$ cat config.mk
export PLATFORM = sky130hd
export DESIGN_NAME = handheld_divider_and_timer
export DESIGN_NICKNAME = d
export VERILOG_FILES = /design/src/rtl/hdt_pkg.sv /design/src/rtl/hdt_cfg.sv /design/src/rtl/hdt_core.sv /design/src/rtl/handheld_divider_and_timer.sv
export SDC_FILE = /design/constraint.sdc
export NUM_CORES = 1
export LEC_CHECK = 0
export BUFFER_PORTS_ARGS = -buffer_cell sky130_fd_sc_hd__buf_2
export CAP_MARGIN = 15
export CORE_ASPECT_RATIO = 1.75
export CORE_MARGIN = 8
export CORE_UTILIZATION = 59
export DETAILED_ROUTE_END_ITERATION = 10
export PLACE_DENSITY = 0.8
export SLEW_MARGIN = 10
export SYNTH_ARGS = -nofsm -noshare
export SYNTH_HDL_FRONTEND = slang
export SYNTH_SLANG_ARGS = --single-unit
$ cat constraint.sdc
create_clock -name clk -period 7.2 [get_ports clk]
set_clock_uncertainty 0.05 [all_clocks]
set_input_delay 1.08 -clock clk [delete_from_list [all_inputs] [get_ports clk]]
set_output_delay 1.08 -clock clk [all_outputs]
set_load 0.02 [all_outputs]
$ cat src/rtl/hdt_pkg.sv
package hdt_pkg;

    localparam int CycleWidth   = 8;
    localparam int TickWidth    = CycleWidth - 2;
    localparam int CountWidth   = 8;
    localparam int DivPreWidth  = 6;
    localparam int TimPreWidth  = 8;
    localparam int SelWidth     = 2;
    localparam int CfgIdxWidth  = 2;
    localparam int CfgDataWidth = 8;
    localparam int OutDataWidth = 2 * CountWidth;

    // timer sum: ticks plus a remainder of up to 255
    localparam int TimSumWidth  = TimPreWidth + 1;

    typedef enum logic [CfgIdxWidth-1:0] {
        REG_TIMER_ENABLE = 2'd0,
        REG_CLOCK_SELECT = 2'd1,
        REG_RELOAD_VALUE = 2'd2,
        REG_UNUSED       = 2'd3
    } cfg_index_t;

    typedef enum logic [SelWidth-1:0] {
        SEL_256 = 2'd0,
        SEL_4   = 2'd1,
        SEL_16  = 2'd2,
        SEL_64  = 2'd3
    } clk_sel_t;

    typedef struct packed {
        logic                  timer_enable;
        clk_sel_t              timer_rate;
        logic [CountWidth-1:0] reload_value;
    } cfg_t;

    typedef struct packed {
        logic                  timer_interrupt;
        logic [CountWidth-1:0] timer_value;
        logic [CountWidth-1:0] divider_value;
    } res_t;

    // log2 of the timer period in ticks
    function automatic logic [3:0] rate_shift(input clk_sel_t sel);
        logic [3:0] sh;
        case (sel)
            SEL_256: sh = 4'd8;
            SEL_4:   sh = 4'd2;
            SEL_16:  sh = 4'd4;
            SEL_64:  sh = 4'd6;
            default: sh = 4'd8;
        endcase
        return sh;
    endfunction

endpackage

$ cat src/rtl/hdt_cfg.sv
module hdt_cfg
(
    input  logic                              clk,
    input  logic                              rst_n,
    input  logic                              wr_en,
    input  logic [hdt_pkg::CfgIdxWidth-1:0]   wr_index,
    input  logic [hdt_pkg::CfgDataWidth-1:0]  wr_data,
    output hdt_pkg::cfg_t                     cfg
);

    hdt_pkg::cfg_t cfg_reg;
    hdt_pkg::cfg_t cfg_next;

    always_comb
    begin
        cfg_next = cfg_reg;
        if (wr_en)
        begin
            case (hdt_pkg::cfg_index_t'(wr_index))
                hdt_pkg::REG_TIMER_ENABLE: cfg_next.timer_enable = wr_data[0];
                hdt_pkg::REG_CLOCK_SELECT:
                    cfg_next.timer_rate = hdt_pkg::clk_sel_t'(wr_data[1:0]);
                hdt_pkg::REG_RELOAD_VALUE: cfg_next.reload_value = wr_data;
                default: cfg_next = cfg_reg;
            endcase
        end
    end

    always_ff @(posedge clk or negedge rst_n)
    begin
        if (!rst_n)
        begin
            cfg_reg <= '0;
        end
        else
        begin
            cfg_reg <= cfg_next;
        end
    end

    assign cfg = cfg_reg;

endmodule

$ cat src/rtl/hdt_core.sv
module hdt_core
(
    input  logic                            clk,
    input  logic                            rst_n,
    input  logic                            step,
    input  logic [hdt_pkg::CycleWidth-1:0]  cycle_count,
    input  hdt_pkg::cfg_t                   cfg,
    output hdt_pkg::res_t                   res
);

    logic [hdt_pkg::CountWidth-1:0]  div_cnt_reg, div_cnt_next;
    logic [hdt_pkg::DivPreWidth-1:0] div_pre_reg, div_pre_next;
    logic [hdt_pkg::CountWidth-1:0]  tim_cnt_reg, tim_cnt_next;
    logic [hdt_pkg::TimPreWidth-1:0] tim_pre_reg, tim_pre_next;

    logic [hdt_pkg::TickWidth-1:0]    ticks;
    logic [hdt_pkg::DivPreWidth:0]    div_sum;
    logic [hdt_pkg::TimSumWidth-1:0]  tim_sum;
    logic [hdt_pkg::TimSumWidth-1:0]  tim_quot;
    logic [hdt_pkg::TimSumWidth-1:0]  tim_mask;
    logic [hdt_pkg::TimSumWidth-1:0]  tim_adv;
    logic [3:0]                       sh;
    logic                             irq;

    assign ticks   = cycle_count[hdt_pkg::CycleWidth-1:2];
    assign div_sum = {1'b0, div_pre_reg} + {1'b0, ticks};
    assign tim_sum = {1'b0, tim_pre_reg}
                   + {{(hdt_pkg::TimSumWidth-hdt_pkg::TickWidth){1'b0}}, ticks};
    assign sh       = hdt_pkg::rate_shift(cfg.timer_rate);
    assign tim_quot = tim_sum >> sh;
    assign tim_mask = ~({hdt_pkg::TimSumWidth{1'b1}} << sh);
    assign tim_adv  = {1'b0, tim_cnt_reg} + tim_quot;

    always_comb
    begin
        div_pre_next = div_sum[hdt_pkg::DivPreWidth-1:0];
        div_cnt_next = div_cnt_reg
                     + {{(hdt_pkg::CountWidth-1){1'b0}}, div_sum[hdt_pkg::DivPreWidth]};
        tim_pre_next = tim_pre_reg;
        tim_cnt_next = tim_cnt_reg;
        irq          = 1'b0;
        if (cfg.timer_enable)
        begin
            tim_pre_next = tim_sum[hdt_pkg::TimPreWidth-1:0]
                         & tim_mask[hdt_pkg::TimPreWidth-1:0];
            if (tim_adv[hdt_pkg::CountWidth])
            begin
                // overflow: reload plus the excess past 256
                tim_cnt_next = cfg.reload_value + tim_adv[hdt_pkg::CountWidth-1:0];
                irq          = 1'b1;
            end
            else
            begin
                tim_cnt_next = tim_adv[hdt_pkg::CountWidth-1:0];
            end
        end
    end

    always_ff @(posedge clk or negedge rst_n)
    begin
        if (!rst_n)
        begin
            div_cnt_reg <= '0;
            div_pre_reg <= '0;
            tim_cnt_reg <= '0;
            tim_pre_reg <= '0;
        end
        else if (step)
        begin
            div_cnt_reg <= div_cnt_next;
            div_pre_reg <= div_pre_next;
            tim_cnt_reg <= tim_cnt_next;
            tim_pre_reg <= tim_pre_next;
        end
    end

    assign res.divider_value   = div_cnt_next;
    assign res.timer_value     = tim_cnt_next;
    assign res.timer_interrupt = irq;

endmodule

$ cat src/rtl/handheld_divider_and_timer.sv
// Divider and programmable timer. Each transaction on s_* carries a batch of
// machine cycles (four per tick); each yields one transaction on m_* with the
// divider and timer counters after the batch and an overflow flag in m_tuser.
// The block takes one transaction per cycle unless m_tready stalls it: an
// input register feeds a single update of the counter state, and the result
// lands in an output register. Write the cfg registers (0 enable, 1 clock
// select, 2 reload value) only while idle.
module handheld_divider_and_timer
(
    input  logic                                 clk,
    input  logic                                 rst_n,

    input  logic                                 s_tvalid,
    output logic                                 s_tready,
    input  logic [hdt_pkg::CycleWidth-1:0]       s_tdata,   // [7:0] cycle_count

    output logic                                 m_tvalid,
    input  logic                                 m_tready,
    output logic [hdt_pkg::OutDataWidth-1:0]     m_tdata,   // [7:0] divider_value,
                                                            // [15:8] timer_value
    output logic                                 m_tuser,   // timer_interrupt

    input  logic                                 cfg_valid,
    output logic                                 cfg_ready,
    input  logic [hdt_pkg::CfgIdxWidth-1:0]      cfg_index,
    input  logic [hdt_pkg::CfgDataWidth-1:0]     cfg_data
);

    hdt_pkg::cfg_t cfg;
    hdt_pkg::res_t res;

    logic                            in_valid_reg, in_valid_next;
    logic [hdt_pkg::CycleWidth-1:0]  in_data_reg;
    logic                            out_valid_reg, out_valid_next;
    hdt_pkg::res_t                   out_data_reg;
    logic                            out_ready;
    logic                            step;

    assign cfg_ready = 1'b1;

    hdt_cfg u_cfg
    (
        .clk      (clk),
        .rst_n    (rst_n),
        .wr_en    (cfg_valid),
        .wr_index (cfg_index),
        .wr_data  (cfg_data),
        .cfg      (cfg)
    );

    hdt_core u_core
    (
        .clk         (clk),
        .rst_n       (rst_n),
        .step        (step),
        .cycle_count (in_data_reg),
        .cfg         (cfg),
        .res         (res)
    );

    assign out_ready = !out_valid_reg || m_tready;
    assign step      = in_valid_reg && out_ready;
    assign s_tready  = !in_valid_reg || out_ready;

    always_comb
    begin
        in_valid_next = in_valid_reg;
        if (s_tready)
        begin
            in_valid_next = s_tvalid;
        end
        out_valid_next = out_valid_reg;
        if (step)
        begin
            out_valid_next = 1'b1;
        end
        else if (m_tready)
        begin
            out_valid_next = 1'b0;
        end
    end

    always_ff @(posedge clk or negedge rst_n)
    begin
        if (!rst_n)
        begin
            in_valid_reg  <= 1'b0;
            out_valid_reg <= 1'b0;
        end
        else
        begin
            in_valid_reg  <= in_valid_next;
            out_valid_reg <= out_valid_next;
        end
    end

    always_ff @(posedge clk)
    begin
        if (s_tready && s_tvalid)
        begin
            in_data_reg <= s_tdata;
        end
        if (step)
        begin
            out_data_reg <= res;
        end
    end

    assign m_tvalid = out_valid_reg;
    assign m_tdata  = {out_data_reg.timer_value, out_data_reg.divider_value};
    assign m_tuser  = out_data_reg.timer_interrupt;

endmodule

==> results of run 1 <==
==> final cells by class <==
| type | count | area, um2 | share of cell area (%) |
|---|---|---|---|
| clock buffer | 10 | 239 | 5.10 |
| clock inverter | 6 | 66.3 | 1.41 |
| inverter | 12 | 45.0 | 0.961 |
| multi-input combinational | 308 | 2270 | 48.4 |
| sequential | 66 | 1770 | 37.7 |
| tap | 84 | 105 | 2.24 |
| timing repair buffer | 39 | 195 | 4.16 |
==> critical path, stage by stage, from the launching register on <==
cell and delay, ns:
edfxtp_1 0.43, ha_1 0.29, fa_1 0.44, a211oi_1 0.32, o21bai_1 0.15, a21oi_2 0.41, xnor2_1 0.12, a2111oi_0 0.47
nor2_1 0.12, ha_1 0.24, fa_1 0.46, a211oi_2 0.24, o21bai_2 0.13, a21oi_1 0.19, xnor2_1 0.19, ha_1 0.31
o21ai_0 0.10, nor2_1 0.07, o21ai_0 0.19, xnor2_1 0.12, and3_2 0.22, o31a_1 0.23
==> cell families after synthesis <==
logic type	after synthesis	share of synthesized area [%]
other	1	0.0906
buffers and inverters	26	2.48
flip-flops	66	42.7
multiplexers	20	5.32
adder cells (fa/ha/maj)	39	12.5
XOR/XNOR	34	7.65
AND/OR/NAND/NOR	108	12.2
AO/OA/AOI/OAI	106	17.0
==> metrics by stage <==
step | setup slack [ns] | hold slack, ns
6_report | 1.47 | 0.432
5_1_grt | 1.05 | 0.462
4_1_cts | 1.53 | 0.434
3_5_place_dp | 1.62 | 0.420
3_3_place_gp | 1.66 | 0.414
2_1_floorplan | 2.22 | 0.400
==> power groups by stage <==
stage	Clock, mW	Sequential [mW]	Combinational [mW]
after floorplan	0	0.604	0.985
after global placement	0	0.592	1.21
after detailed placement	0	0.599	1.26
after CTS	0.450	0.593	1.28
after global routing	0.463	0.607	1.43
final	0.446	0.592	1.30
==> worst paths after layout <==
| check | from | to | slack [ns] | cells after the start |
|---|---|---|---|---|
| worst min-delay path | u_core.tim_pre_reg[2] | u_core.tim_pre_reg[2] | 0.43 | 2 |
| worst max register to register | in_data_reg[2] | m_tdata[15] | 1.47 | 21 |
| worst min register to register | u_core.tim_pre_reg[2] | u_core.tim_pre_reg[2] | 0.43 | 2 |
| min in group asynchronous | rst_n | u_core.tim_pre_reg[6] | 0.85 | 1 |
| max in group asynchronous | rst_n | u_core.div_pre_reg[4] | 5.62 | 1 |
| worst max-delay path | in_data_reg[2] | m_tdata[15] | 1.47 | 21 |
==> synth_stat cells, drive strengths merged (3+ instances only) <==
| cell | n | area [um2] |
|---|---|---|
| nand2 | 42 | 158 |
| o21ai | 27 | 135 |
| fa | 4 | 80.1 |
| and2 | 5 | 32.5 |
| mux2i | 7 | 70.1 |
| a21oi | 27 | 143 |
| nand2b | 5 | 31.3 |
| o21bai | 8 | 63.8 |
| inv | 12 | 45.0 |
| nor3 | 7 | 35.0 |
| and3 | 5 | 32.5 |
| or2 | 3 | 18.8 |
| nand3 | 4 | 20.0 |
| a211oi | 10 | 80.1 |
| o31ai | 5 | 37.5 |
| a21o | 12 | 91.3 |
| ha | 35 | 438 |
| o211ai | 6 | 45.0 |
| dfrtp | 43 | 1080 |
| xor2 | 12 | 124 |
| edfxtp | 23 | 691 |
| xnor2 | 22 | 193 |
| nand3b | 3 | 22.5 |
| mux2 | 13 | 150 |
| nor2 | 26 | 97.6 |
| clkbuf | 12 | 45.0 |
==> metal layers <==
layer	up-vias	share of wire [%]	GRT usage (%)
li1	1509	-	-
met1	1470	39	19.6
met2	75	54	32.9
met3	23	3.4	4.38
met4	0	3.2	9.66
met5	-	0	0
==> cells in the final DEF (no fill, tap or decap), types with 2 or more instances in the layout <==
master,count
nand3_1,4
nor3_1,7
mux2_2,12
a21oi_1,25
clkbuf_16,9
edfxtp_1,23
nand2b_1,5
o31ai_1,5
o21bai_1,7
a21oi_2,2
a21o_1,11
nand2_1,42
a211oi_1,9
xor2_1,11
dfrtp_1,43
or2_2,3
fa_1,4
clkinvlp_4,3
and2_1,4
o31a_1,2
inv_1,11
ha_1,35
o21ai_1,6
or3_1,2
o211ai_1,6
a31oi_1,2
nor4_1,2
xnor2_1,22
nand3b_1,3
and3_1,4
buf_2,39
a22o_1,2
nor2_1,26
o21ai_0,21
mux2i_1,7
==> summary.txt, run 1 <==
Drt
  – Routed wire length: between 8 and 9 mm
  – DRC Markers: 0
  – Detailed Routing Iterations Pass 1: 4
  – Antenna Violating Nets Remaining: 0
  – Via density: around 5.9
  – Starting DRT DRC Count: approximately 160
  – Vias: 3077
  – Wire per inst: approximately 17 um

Placement
  – Post-DP HPWL: roughly 6.4 mm
  – I/O Buffers: 39
  – Placed instance area: about 0.0044 mm2
  – RD Place Congestion: about 0.9
  – Placed Instances: 509

Timing
  – Final number of max-transition violations: 0
  – FMAX: 175 MHz
  – Final setup vio count: 0
  – Rel. slew slack: between 30 and 40%
  – Unrepaired setup endpoints after global routing: false
  – Post-Route Setup TNS: 0 ns
  – Worst-margin pin slew: 0.996 ns
  – Final period utilization: 79.5%
  – Final min period: between 5 and 6 ns
  – Final Hold Vio Count: 0

Power and ir drop
  – Seq pwr share: approximately a quarter
  – P_int: between 1 and 1.5 mW
  – Switching Share: a little over two fifths
  – Power Total: between 2 and 2.5 mW
  – Clk pwr share: 19.1%
  – Power Density: approximately 500 mW/mm2
  – Switch Pwr: 995 uW
  – Combinational Power Share: ~56%
  – Leak Pwr: ~2.1 nW
  – VDD IR max: 392 uV

GRT
  – Initial antenna violation count: 0
  – First-pass GRT wire length: around 15 mm
  – Vias in the first global route: just over 3000
  – GRT Overall Usage: a little under a fifth
  – Pin count of the biggest net entering global routing: 44
  – Grt ovf: 0

Synthesis
  – Netlist area before placement: 0.00414 mm2
  – Syn nets: 462
  – Avg Synthesized Cell Area: a little over 10 um2
  – EDFF count, synth: 23
  – Post-Syn Instances: 400
  – Synth async-reset ratio: about 65%
  – Sequential element share of the synthesized area: ~43%
  – Synth Register Bits: 66
  – Yosys warning count: 0
  – Count of cell types in the netlist: 53
  – Top_reg_cell synth: dfrtp_1

Critical path
  – Worst EP required: 7.24 ns
  – Critical Path AT: between 5 and 6 ns
  – Crit Path Class: reg2reg
  – Worst-path fanout max: 9
  – Critical Path Start Type: register
  – Critical Path Sink Type: register

Floorplanning
  – Core Area: about 0.0069 mm2
  – Initial core utilization: a little over 60%
  – Die X: roughly 79 um
  – Num rows: 40
  – Die ar.: 0.0101 mm2
  – Die Ht: around 130 um
  – Ports: 43

Clock tree
  – PostCTS Resize Cnt: 0
  – Post-CTS Hold Fix Bufs: 0
  – Worst skew pair latency: between 0.3 and 0.4 ns
  – Clk pin slew, worst setup/hold paths: approximately 0.06 ns
  – CTS tree: yes
  – Clock Tree Root: clkbuf_16
  – H-Tree Depth: 3
  – Post-CTS Setup Inserts: 0
  – CTS buffer count: 9
  – Max Root-Sink Buffers: 2
  – Clock sinks: between 60 and 70

Finish
  – Max reg flops: 16
  – ANT cells: 0
  – Layout cells sized above 1: 18.6%
  – Fill cells: 521
  – Layout area overhead: 13.2%
  – Non-Filler Instances: between 500 and 600
  – Design area: around 0.0047 mm2
  – Final Util: 68.4%
  – Nets@finish: ~500

Run
  – Max Cap Viol: 0

Outcome
  – Result of the run: finished, final reports clean

Hold path
  – HP Class: reg2reg
No activity file was read; power rests on OpenSTA's default activity.
==> run 2, diff against run 1 <==
- clock period: 7.2 -> 5.8 ns (I/O delays scaled with it)
==> summary.txt, run 2 (synthesis results as in run 1) <==
Outcome
  – Result of the run: finished, final reports clean

Floorplanning
  – Die ar.: around 0.01 mm2
  – Num rows: 40
  – Die Ht: ~130 um
  – Ports: 43
  – Die X: just under 80 um
  – Initial core utilization: just over 60%
  – Core Area: just under 0.007 mm2

Critical path
  – Crit Path Class: reg2reg
  – CP Launch Point: in_data_reg[2]
  – Critical Path Sink Type: register
  – Worst EP required: just under 6 ns
  – Max stage delay cell, worst path: fa_1
  – Crit path to: m_tdata[15]
  – Critical Path AT: 5.53 ns
  – R2R setup slack: ~0.31 ns
  – R2R Path End: m_tdata[15]
  – Worst-path fanout max: 3
  – CP cell instances: ha_1 -> fa_1 -> a211oi_1 -> o21bai_1 -> a21oi_2 -> xnor2_1 -> a2111oi_1 -> nor2_1 -> ha_1 -> fa_1 -> a211oi_2 -> o21bai_2 -> a21oi_1 -> xnor2_1 -> ha_1 -> o21ai_0 -> nor2_1 -> o21ai_0 -> xnor2_1 -> and3_2 -> o31a_1
  – Reg2Reg Depth: 21
  – Slowest stage delay, CP: 0.45 ns
  – Critical Path Start Type: register
  – R2R Path Start: in_data_reg[2]

Finish
  – Fill cells: ~520
  – ANT cells: 0
  – Layout cells sized above 1: between 10% and 20%
  – Seq. cell area: between 0.0015 and 0.002 mm2
  – Area of the multi-input gates: between 0.002 and 0.0025 mm2
  – Most frequent cells in the layout: dfrtp_1, nand2_1, buf_2, ha_1, nor2_1
  – Commonest non-fill, non-tap cell in the layout: dfrtp_1
  – Layout area overhead: 12.8%
  – Max reg flops: 16
  – Nets@finish: 500

Timing
  – Final period utilization: 94.6%
  – FMAX: between 150 and 200 MHz
  – Worst-margin pin slew: 0.979 ns
  – Hold_ws: about 0.43 ns
  – Final min period: roughly 5.5 ns
  – Unrepaired setup endpoints after global routing: false
  – Rel. slew slack: a little over a third
  – Final setup vio count: 0
  – Final number of max-transition violations: 0
  – Final Hold Vio Count: 0
  – Final setup margin: 0.310 ns
  – Post-Route Setup TNS: 0 ns

GRT
  – First-pass GRT wire length: 14.3 mm
  – Initial antenna violation count: 0
  – Pin count of the biggest net entering global routing: between 40 and 50
  – GRT Overall Usage: between 10% and 20%
  – Vias in the first global route: approximately 3200
  – Grt ovf: 0

Clock tree
  – Post-CTS Setup Inserts: 0
  – CTS tree: yes
  – Clock Tree Root: clkbuf_16
  – H-Tree Depth: 3
  – Worst skew pair latency: between 0.3 and 0.4 ns
  – PostCTS Resize Cnt: 0
  – Post-CTS Hold Fix Bufs: 0
  – Clock sinks: 66
  – Clk pin slew, worst setup/hold paths: roughly 0.050 ns
  – Max Root-Sink Buffers: 2
  – CTS buffer count: 9

Drt
  – DRC Markers: 0
  – Routed wire length: ~8.5 mm
  – Starting DRT DRC Count: ~200
  – Vias: 3070
  – Via density: 5.83
  – Antenna Violating Nets Remaining: 0
  – Wire per inst: ~16 um
  – Detailed Routing Iterations Pass 1: 4

Run
  – Max Cap Viol: 0

Hold path
  – HP Class: reg2reg
  – Critical hold path startpoint: u_core.tim_pre_reg[0]

Power and ir drop
  – Power Density: between 600 and 700 mW/mm2
  – Leak Pwr: 2.10 nW
  – VDD IR max: ~400 uV

Placement
  – I/O Buffers: 39
  – RD Place Congestion: 0.858
  – Worst slack, placed: approximately 0.33 ns
  – Post-DP HPWL: 6.28 mm
==> run 2: worst min-delay path by stage <==
stage                            end  slack (ns)  cells after the start
2_1_floorplan  u_core.div_pre_reg[0]        0.40                      2
3_3_place_gp   u_core.div_cnt_reg[0]        0.41                      2
3_5_place_dp   u_core.div_cnt_reg[0]        0.42                      2
4_1_cts        u_core.div_cnt_reg[0]        0.44                      2
5_1_grt        u_core.div_pre_reg[2]        0.47                      2
6_report       u_core.tim_pre_reg[0]        0.43                      2
==> run 2: area by class of cell <==
type                       instances  area share [%]
inverter                          12           0.965
clock inverter                     7           0.965
timing repair buffer              41            4.50
tap                               84            2.25
clock buffer                       9            4.82
sequential                        66            37.8
multi-input combinational        308            48.6
==> run 2: metrics by stage <==
stage | cell area (um2) | util (%) | instances | total power, mW
after floorplan | 4140 | - | 400 | 1.97
after global placement | 4400 | 64.1 | 511 | 2.24
after detailed placement | 4400 | 64.1 | 511 | 2.31
after CTS | 4670 | 68.1 | 527 | 2.82
after global routing | 4670 | 68.1 | 527 | 3.05
final | 4670 | 68.1 | 527 | 2.83
==> run 2: critical path: cells and delay by family (launching register included) <==
kind,cells,cell delay (ns)
AOI/OAI and AO/OA,10,2.26
xor gates and xnor gates,3,0.41
adders and majority gates,5,1.71
DFF,1,0.43
and+or+nand+nor,3,0.39
==> run 2: per-layer routing <==
| layer | GRT usage [%] | vias to the layer above | share of wire, % |
|---|---|---|---|
| li1 | - | 1519 | - |
| met1 | 18.5 | 1450 | 39 |
| met2 | 31.5 | 73 | 52 |
| met3 | 3.54 | 28 | 3.3 |
| met4 | 13.0 | 0 | 4.9 |
| met5 | 0 | - | 0 |
==> run 2: where the power goes <==
part           leakage, nW  total, mW  internal [mW]  switching (mW)
sequential           0.759      0.735          0.635          0.0991
clock                0.125      0.493          0.287           0.206
combinational         1.21       1.60          0.697           0.904
==> run 3, diff against run 2 <==
==> constraint.sdc (replaced) <==
create_clock -name clk -period 5.8 [get_ports clk]
set_clock_uncertainty 0.05 [all_clocks]
set_input_delay 0.58 -clock clk [delete_from_list [all_inputs] [get_ports clk]]
set_output_delay 0.58 -clock clk [all_outputs]
set_load 0.02 [all_outputs]
==> summary.txt, run 3 (synthesis results as in run 1) <==
GRT
  – Initial antenna violation count: 0
  – Vias in the first global route: around 3200
  – Grt ovf: 0
  – First-pass GRT wire length: about 15 mm
  – Pin count of the biggest net entering global routing: 44
  – GRT Overall Usage: about 18%

Timing
  – Final period utilization: 94.2%
  – Final setup vio count: 0
  – Final min period: approximately 5.5 ns
  – Final Hold Vio Count: 0
  – Rel. slew slack: roughly 33%
  – FMAX: between 150 and 200 MHz
  – Final number of max-transition violations: 0
  – Post-Route Setup TNS: 0 ns
  – Unrepaired setup endpoints after global routing: false
  – Final setup margin: 0.339 ns
  – Worst-margin pin slew: a little over 1 ns

Power and ir drop
  – Leak Pwr: approximately 2.1 nW
  – P_int: about 1.7 mW
  – Switching Share: 41.8%
  – Combinational Power Share: 55.1%
  – Switch Pwr: ~1.2 mW
  – Power Density: about 620 mW/mm2
  – Clk pwr share: 19.8%
  – VDD IR max: 512 uV
  – Seq pwr share: about 25%

Floorplanning
  – Num rows: 40
  – Die X: 79.3 um
  – Die ar.: 0.0101 mm2
  – Ports: 43
  – Core Area: ~0.0069 mm2
  – Die Ht: ~130 um
  – Initial core utilization: between 60% and 70%

Placement
  – RD Place Congestion: 0.919
  – Placed Instances: about 510
  – Worst slack, placed: between 0.3 and 0.4 ns
  – Post-DP HPWL: about 6.4 mm
  – I/O Buffers: 39

Finish
  – ANT cells: 0
  – Final Util: 68.8%
  – Max reg flops: 16
  – Commonest non-fill, non-tap cell in the layout: dfrtp_1
  – Layout area overhead: 13.9%
  – Non-Filler Instances: about 530
  – Nets@finish: 500
  – Most frequent cells in the layout: dfrtp_1, nand2_1, buf_2, ha_1, nor2_1
  – Layout cells sized above 1: between 10% and 20%

Critical path
  – Worst-path fanout max: 3
  – Max stage delay cell, worst path: a2111oi_0
  – R2R setup slack: 0.34 ns
  – Worst EP required: between 5 and 6 ns
  – Slowest stage delay, CP: 0.46 ns
  – Critical Path Sink Type: register
  – Crit Path Class: reg2reg
  – Worst Path Buf+Inv: 0
  – Critical Path AT: between 5 and 6 ns
  – Worst path top cell family by delay: compound AO/OA/AOI/OAI gates
  – Critical Path Start Type: register
  – CP cell instances: ha_1 -> fa_1 -> a211oi_1 -> o21bai_1 -> a21oi_2 -> xnor2_1 -> a2111oi_0 -> nor2_1 -> ha_1 -> fa_1 -> a211oi_2 -> o21bai_2 -> a21oi_1 -> xnor2_1 -> ha_1 -> o21ai_0 -> nor2_1 -> o21ai_0 -> xnor2_1 -> and3_2 -> o31a_1

Drt
  – Antenna Violating Nets Remaining: 0
  – Vias: a little over 3000
  – Starting DRT DRC Count: 206
  – DRC Markers: 0
  – Detailed Routing Iterations Pass 1: 4
  – Wire per inst: about 16 um
  – Routed wire length: around 8.6 mm
  – Via density: just under 6

Clock tree
  – PostCTS Resize Cnt: 0
  – Clock Tree Root: clkbuf_16
  – CTS buffer count: 9
  – Post-CTS Setup Inserts: 0
  – Max Root-Sink Buffers: 2
  – Clock sinks: 66
  – Clk pin slew, worst setup/hold paths: approximately 0.050 ns
  – CTS tree: yes
  – Post-CTS Hold Fix Bufs: 0
  – Worst skew pair latency: ~0.33 ns
  – H-Tree Depth: 3

Run
  – Max Cap Viol: 0

Hold path
  – HP Class: in2async

Outcome
  – Result of the run: finished, final reports clean
==> run 3: changes by cell type in the layout (fill, tap and decap cells not counted), sizes merged <==
cell	delta
clkinv	-1
clkinvlp	-2
bufinv	+2
clkbuf	+1
==> run 3: worst paths after layout <==
check                                 startpoint                     to  cells after the start
max reg2reg                       in_data_reg[2]            m_tdata[15]                     21
min reg2reg                u_core.div_cnt_reg[0]  u_core.div_cnt_reg[0]                      2
max in group asynchronous                  rst_n  u_core.tim_cnt_reg[5]                      1
max                               in_data_reg[2]            m_tdata[15]                     21
min in group clk                      s_tdata[7]         in_data_reg[7]                      1
min                                        rst_n  u_core.tim_pre_reg[5]                      1
==> run 3: per-layer routing <==
metal,track usage (%),wire [um],up-vias
met2,33.4,4680,77
met4,7.79,206,0
met5,0,0,-
met3,4.53,378,19
met1,18.9,3300,1471
li1,-,-,1513
==> run 3: final cells by class <==
class                           count  area (um2)
Multi-Input combinational cell    308        2270
Fill cell                         518        2140
Sequential cell                    66        1770
Clock buffer                       10         229
Timing Repair Buffer               41         210
Tap cell                           84         105
Clock inverter                      6        90.1
Inverter                           12        45.0
==> run 3: power by group through the flow <==
stage,combinational (mW),sequential (mW),clock (mW)
finish,1.62,0.738,0.580
global route,1.79,0.758,0.605
global placement,1.51,0.738,0
floorplan,1.22,0.750,0
detailed placement,1.58,0.746,0
CTS,1.60,0.738,0.590
==> run 3: through the flow <==
stage / cell area [um2] / hold WS [ns] / power (mW)
2_1_floorplan: 4140 / 0.234 / 1.97
3_3_place_gp: 4400 / 0.414 / 2.25
3_5_place_dp: 4400 / 0.419 / 2.32
4_1_cts: 4720 / 0.365 / 2.93
5_1_grt: 4720 / 0.369 / 3.15
6_report: 4720 / 0.371 / 2.94
